**src/design/stkg_pkg.sv**
```systemverilog
// Shared types, constants and helpers for the stable three-key grouping block.
// No dependencies; every other file in the design folder imports this package.
package stkg_pkg;

   // Fixed field widths of one word
   localparam int NUMBER_W = 64;
   localparam int KEY_W    = 2;
   localparam int POS_W    = 10;
   localparam int TAG_W    = KEY_W + POS_W;
   localparam int CMD_W    = 2;
   localparam int STATUS_W = 2;

   // Default capacity of the data set
   localparam int SET_DEPTH_DEF = 1024;

   // Highest legal group key
   localparam logic [KEY_W-1:0] KEY_MAX = 2'd2;

   typedef enum logic [CMD_W-1:0] {
      CMD_LOAD  = 2'd0,
      CMD_READ  = 2'd1,
      CMD_CLEAR = 2'd2,
      CMD_SPARE = 2'd3
   } cmd_type;

   typedef enum logic [STATUS_W-1:0] {
      RSP_OK    = 2'd0,
      RSP_FULL  = 2'd1,
      RSP_EMPTY = 2'd2
   } status_type;

   typedef enum logic [2:0] {
      S_IDLE,
      S_SCAN,
      S_SCAN_END,
      S_ORDER_RD,
      S_ORDER_WAIT,
      S_REPLY
   } state_type;

   // Controller to datapath commands
   typedef struct packed {
      logic       load_we;
      logic       clear;
      logic       res_plain;
      status_type res_status;
      logic       scan_init;
      logic       scan_step;
      logic       scan_done;
      logic       order_rd;
      logic       data_rd;
      logic       res_read;
   } dp_cmd_type;

   // Datapath to controller status
   typedef struct packed {
      logic full;
      logic empty;
      logic order_ready;
      logic scan_end;
      logic out_free;
   } dp_status_type;

   // Key 3 is stored as key 2
   function automatic logic [KEY_W-1:0] key_sat(input logic [KEY_W-1:0] k);
      logic [KEY_W-1:0] r;
      r = (k > KEY_MAX) ? KEY_MAX : k;
      return r;
   endfunction

endpackage

```
**src/design/stkg_ctrl.sv**
```systemverilog
// Controller state machine for the stable three-key grouping block.
// Depends on stkg_pkg; drives stkg_dpath only through command and status structs.
module stkg_ctrl (
   input  logic                          clock,
   input  logic                          reset,
   input  logic                          req_valid,
   input  logic [stkg_pkg::CMD_W-1:0]    req_command,
   output logic                          req_stall,
   input  stkg_pkg::dp_status_type       stat,
   output stkg_pkg::dp_cmd_type          cmd
);
   import stkg_pkg::*;

   state_type state_ff;
   state_type state_in;
   cmd_type   cmd_kind;
   logic      accept;

   assign cmd_kind  = cmd_type'(req_command);
   assign req_stall = !((state_ff == S_IDLE) && stat.out_free);
   assign accept    = req_valid && !req_stall;

   // State register
   always_ff @(posedge clock) begin
      if (reset) begin
         state_ff <= S_IDLE;
      end else begin
         state_ff <= state_in;
      end
   end

   // Next state
   always_comb begin
      state_in = state_ff;
      unique case (state_ff)
         S_IDLE: begin
            if (accept && (cmd_kind == CMD_READ) && !stat.empty) begin
               state_in = stat.order_ready ? S_ORDER_RD : S_SCAN;
            end
         end
         S_SCAN: begin
            if (stat.scan_end) begin
               state_in = S_SCAN_END;
            end
         end
         S_SCAN_END:   state_in = S_ORDER_RD;
         S_ORDER_RD:   state_in = S_ORDER_WAIT;
         S_ORDER_WAIT: state_in = S_REPLY;
         S_REPLY: begin
            if (stat.out_free) begin
               state_in = S_IDLE;
            end
         end
         default:      state_in = S_IDLE;
      endcase
   end

   // Commands to the datapath
   always_comb begin
      cmd            = '0;
      cmd.res_status = RSP_OK;
      unique case (state_ff)
         S_IDLE: begin
            if (accept) begin
               unique case (cmd_kind)
                  CMD_LOAD: begin
                     cmd.load_we    = !stat.full;
                     cmd.res_plain  = 1'b1;
                     cmd.res_status = stat.full ? RSP_FULL : RSP_OK;
                  end
                  CMD_READ: begin
                     if (stat.empty) begin
                        cmd.res_plain  = 1'b1;
                        cmd.res_status = RSP_EMPTY;
                     end else begin
                        cmd.scan_init = !stat.order_ready;
                     end
                  end
                  CMD_CLEAR: begin
                     cmd.clear     = 1'b1;
                     cmd.res_plain = 1'b1;
                  end
                  CMD_SPARE: begin
                     cmd.res_plain = 1'b1;
                  end
               endcase
            end
         end
         S_SCAN:       cmd.scan_step = 1'b1;
         S_SCAN_END:   cmd.scan_done = 1'b1;
         S_ORDER_RD:   cmd.order_rd  = 1'b1;
         S_ORDER_WAIT: cmd.data_rd   = 1'b1;
         S_REPLY:      cmd.res_read  = stat.out_free;
         default: begin
            cmd.res_status = RSP_OK;
         end
      endcase
   end

endmodule

```
**config.mk**
```make
export PLATFORM = sky130hd
export DESIGN_NAME = stkg_ctrl
export DESIGN_NICKNAME = d
export VERILOG_FILES = /design/src/design/stkg_pkg.sv /design/src/design/stkg_ctrl.sv
export SDC_FILE = /design/constraint.sdc
export NUM_CORES = 1
export LEC_CHECK = 0
export BUFFER_PORTS_ARGS = -buffer_cell sky130_fd_sc_hd__buf_2
export CORE_AREA = 2 2 39 41
export DETAILED_ROUTE_END_ITERATION = 10
export DIE_AREA = 0 0 41 43
export GPL_TIMING_DRIVEN = 0
export REMOVE_ABC_BUFFERS = 1
export SETUP_SLACK_MARGIN = 0.02
export SYNTH_ARGS = -nofsm -noshare
export SYNTH_HDL_FRONTEND = slang
export SYNTH_SLANG_ARGS = --single-unit
```
**constraint.sdc**
```tcl
create_clock -name clock -period 2.9 [get_ports clock]
set_input_delay 0.29 -clock clock [delete_from_list [all_inputs] [get_ports clock]]
set_output_delay 0.29 -clock clock [all_outputs]
set_load 0.005 [all_outputs]
```
After elaboration in Yosys (flattened, before gate mapping)
Index checks and enable logic that the tools add are counted.
{"block": "word_totals", "regBits": 3, "out_inout_bits": 12, "word_cells": 46}
{"block": "op_classes", "n_eq_ne": 11, "n_mux": 22, "n_reduce_logical": 12}
{"operator": "3-bit one-hot mux with 6 select lines", "n": 1}
{"operator": "3-bit 2-to-1 mux", "n": 5}
{"operator": "1-bit 2-to-1 mux", "n": 11}
{"operator": "3-bit by 2-bit equality test with 1-bit output (second input constant)", "n": 2}
{"operator": "3-bit equality test (second input constant)", "n": 2}
{"operator": "6-bit 2-to-1 mux", "n": 1}
{"operator": "2-bit equality test (second input constant)", "n": 2}
{"operator": "1-bit logical AND", "n": 4}
{"operator": "1-bit logical NOT", "n": 4}
{"operator": "2-bit 2-to-1 mux", "n": 2}
{"operator": "2-bit inequality test (second input constant)", "n": 2}
{"operator": "2-bit one-hot mux with 2 select lines", "n": 1}
{"operator": "3-bit by 1-bit equality test with 1-bit output (second input constant)", "n": 1}
{"operator": "3-bit logical NOT", "n": 1}
{"operator": "3-bit AND reduction", "n": 1}
{"operator": "3-bit OR reduction", "n": 1}
{"operator": "2-bit by 1-bit equality test with 1-bit output (second input constant)", "n": 1}
{"operator": "2-bit logical NOT", "n": 1}
{"operator": "2-bit by 1-bit inequality test with 1-bit output (second input constant)", "n": 1}
{"operator": "1-bit one-hot mux with 2 select lines", "n": 1}

Longest topological paths before layout
{"block": "logic_depth", "ltp_word": 7, "depth_mapped": 4, "mapped_depth_nobuf": 3}

Least setup slack after synthesis
Ideal clock, no wire load.
{"block": "synth_path", "kind": "register -> output", "startpoint": "register state_ff[0]", "endpoint": "output port cmd[6] (netlist bit)", "arrival_time_ns": 1.027, "t_required_ns": 2.610, "setup_slack_ns": 1.583, "path_stages_with_launch": 5, "n_path_buf": 1, "path_cell_list": "dfxtp_1 > buf_6 > nor3_4 > nand4b_4 > nor3b_2"}
{"element": "start, declared", "line": "stkg_ctrl.sv:14", "rtl": "state_type state_ff;"}
{"element": "start signal, assigned", "line": "stkg_ctrl.sv:28", "rtl": "state_ff <= state_in;"}
{"element": "end, declared", "line": "stkg_ctrl.sv:10", "rtl": "output stkg_pkg::dp_cmd_type cmd"}

==> impl_metrics.py <==
metrics = {
    "status": {
        "status": "finished, final reports clean",
    },
    "timing": {
        "fin_ws_ps": 1180,
        "hold_violations": 0,
        "max_slew.worst_pin.slew_ps": 376,
        "whs_ps": 274,
        "min_period_ps": 1720,
        "fmax_mhz": 580,
        "skew_ps": 0.335,
        "fin_crit_sh_pct": 59.4,
        "timing.setup.tns_ps": 0,
        "drv_slew": 0,
        "setup_viol": 0,
        "rsz0062_at_grt": "false",
        "relSlewSlack_pct": 74.9,
    },
    "critical_path": {
        "startpoint": "state_ff[0]$_SDFFE_PP0P_",
        "cp_data_required_time_ps": 2610,
        "path_class": "reg -> out",
        "end_kind": "output port",
        "cp.arrival_ps": 1430,
        "r2r_start": "state_ff[2]$_SDFFE_PP0P_",
        "startpoint_type": "register",
        "crit_path_max_fanout": 10,
    },
    "routing": {
        "via_count": 354,
        "wl_met1_um": 341,
        "drt_pass1_iterations": 4,
        "routed_wl_um": 733,
        "initialDrtViolationCount": 4,
        "highest_layer": "met3",
        "wl_met3_um": 59,
        "wire_per_inst_um": 9.64,
        "via_per_inst": 4.66,
        "drc": 0,
        "ant_nets": 0,
        "wl_met2_um": 331,
    },
    "cells_and_area": {
        "nNetsFinal": 71,
        "stdcell_count": 76,
        "stdcell_area_um2": 459,
        "fillers": 157,
        "largest_register_ff_count": 3,
        "fin_util_pct": 33.2,
        "final_common_cell": "buf_2",
        "reg.largest.list": "state_ff x3",
        "largest-register": "state_ff",
        "antennaDiodeCount": 0,
        "syn_to_final_growth_pct": 40.6,
        "mostFrequentLayoutCells": "21 x buf_2, 6 x nor2_1, 4 x nor3b_1, 4 x nand2_1",
        "layout-drive-gt1-share_pct": 55.0,
    },
    "clock_network": {
        "cts_tree": "built",
        "cts_buffers": 3,
        "cts_setup_buffers": 0,
        "clk_path_buf_depth": 2,
        "cts_resized": 0,
        "htree_levels": 1,
        "cts_root_buffer": "clkbuf_4",
        "ctsHoldBuffers": 0,
        "clkTransAtPathRegs_ps": 40,
        "clock-sinks": 3,
        "insertion_delay_ps": 230,
    },
    "synth": {
        "yosys_warnings": 0,
        "netlist_area_um2": 327,
        "avgSynthCellArea_um2": 8.83,
        "ys_seq_area_share_pct": 18.4,
        "synth-seq-cells": 3,
        "syn_inst": 37,
        "synth_cell_type_count": 20,
    },
    "grt": {
        "grt-ovfl-total": 0,
        "grt_pass1_wl_um": 1190,
        "antenna_found_initial": 0,
        "grt_pass1_vias": 303,
        "grt.total_usage_pct": 10.1,
        "grt_max_degree": 11,
    },
    "floorplan": {
        "die_w_um": 41,
        "dieHeight_um": 43,
        "core_um2": 1380,
        "num_rows": 14,
        "io_pins": 22,
        "die-area_um2": 1760,
        "initial_core_util_pct": 23.6,
    },
    "placement": {
        "io_buffer_count": 21,
        "dpl_worst_slack_ps": 1410,
        "place_area_um2": 433,
        "place_inst": 72,
        "place.gp.congestion": 0.636,
    },
    "power": {
        "peakVddDrop_uv": 91.7,
        "finalPower_mw": 0.161,
        "power_density_nw_per_um2": 351,
        "p_leak_nw": 0.215,
    },
    "hold_path": {
        "hp-start": "reset",
        "holdCritPathClass": "in -> reg",
    },
    "run": {
        "drv_cap": 0,
    },
}
## worst max-delay path, cell delays in order, from the launching register on
cell and delay (ps):
dfxtp_1 400, nor3_4 330, nand4b_4 160, nor3_1 170
buf_2 140
## cell type report
type | count | area (um2) | share of cell area [%]
Clock buffer | 4 | 26.3 | 5.72
Multi-Input combinational cell | 31 | 244 | 53.1
Inverter | 1 | 3.75 | 0.817
Timing Repair Buffer | 21 | 105 | 22.9
Tap cell | 16 | 20.0 | 4.36
Sequential cell | 3 | 60.1 | 13.1
## cell usage after synthesis (all sizes together)
| master | n | area [um2] |
|---|---|---|
| nor3b | 7 | 67.6 |
| nor2 | 6 | 22.5 |
| nand2 | 4 | 15.0 |
| nor3 | 4 | 31.3 |
| dfxtp | 3 | 60.1 |
| and3b | 2 | 18.8 |
| buf | 2 | 18.8 |
| a211oi | 1 | 7.51 |
| a21boi | 1 | 7.51 |
| a2bb2oi | 1 | 15.0 |
| a31oi | 1 | 6.26 |
| inv | 1 | 3.75 |
| mux2 | 1 | 11.3 |
| nand3 | 1 | 5.00 |
| nand4b | 1 | 23.8 |
| nor4 | 1 | 12.5 |
## final timing paths
path	slack, ps	cells after the start	endpoint
max	1180	4	cmd[10]
max reg2reg	1690	2	state_ff[0]$_SDFFE_PP0P_
min	270	2	state_ff[2]$_SDFFE_PP0P_
min reg2reg	680	1	state_ff[0]$_SDFFE_PP0P_
## report_power, final
group / switching, mW / internal, mW / leakage, nW
clock: 0.0207 / 0.0515 / 0.0150
sequential: 0.00477 / 0.0433 / 0.0243
combinational: 0.0195 / 0.0211 / 0.176
total: 0.0450 / 0.116 / 0.215
## routing by layer
metal,global-route usage [%],vias to the layer above
met1,13.5,154
li1,-,183
met2,12.8,17
met3,4.71,0
met4,6.00,0
met5,0,-
## cells by family after synthesis
logic type	Yosys count	synth area share, %
flops	3	18.4
mux	1	3.45
buf+inv	3	6.90
simple gates	26	60.2
compound gates	4	11.1
Power figures use the tool's default switching activity.
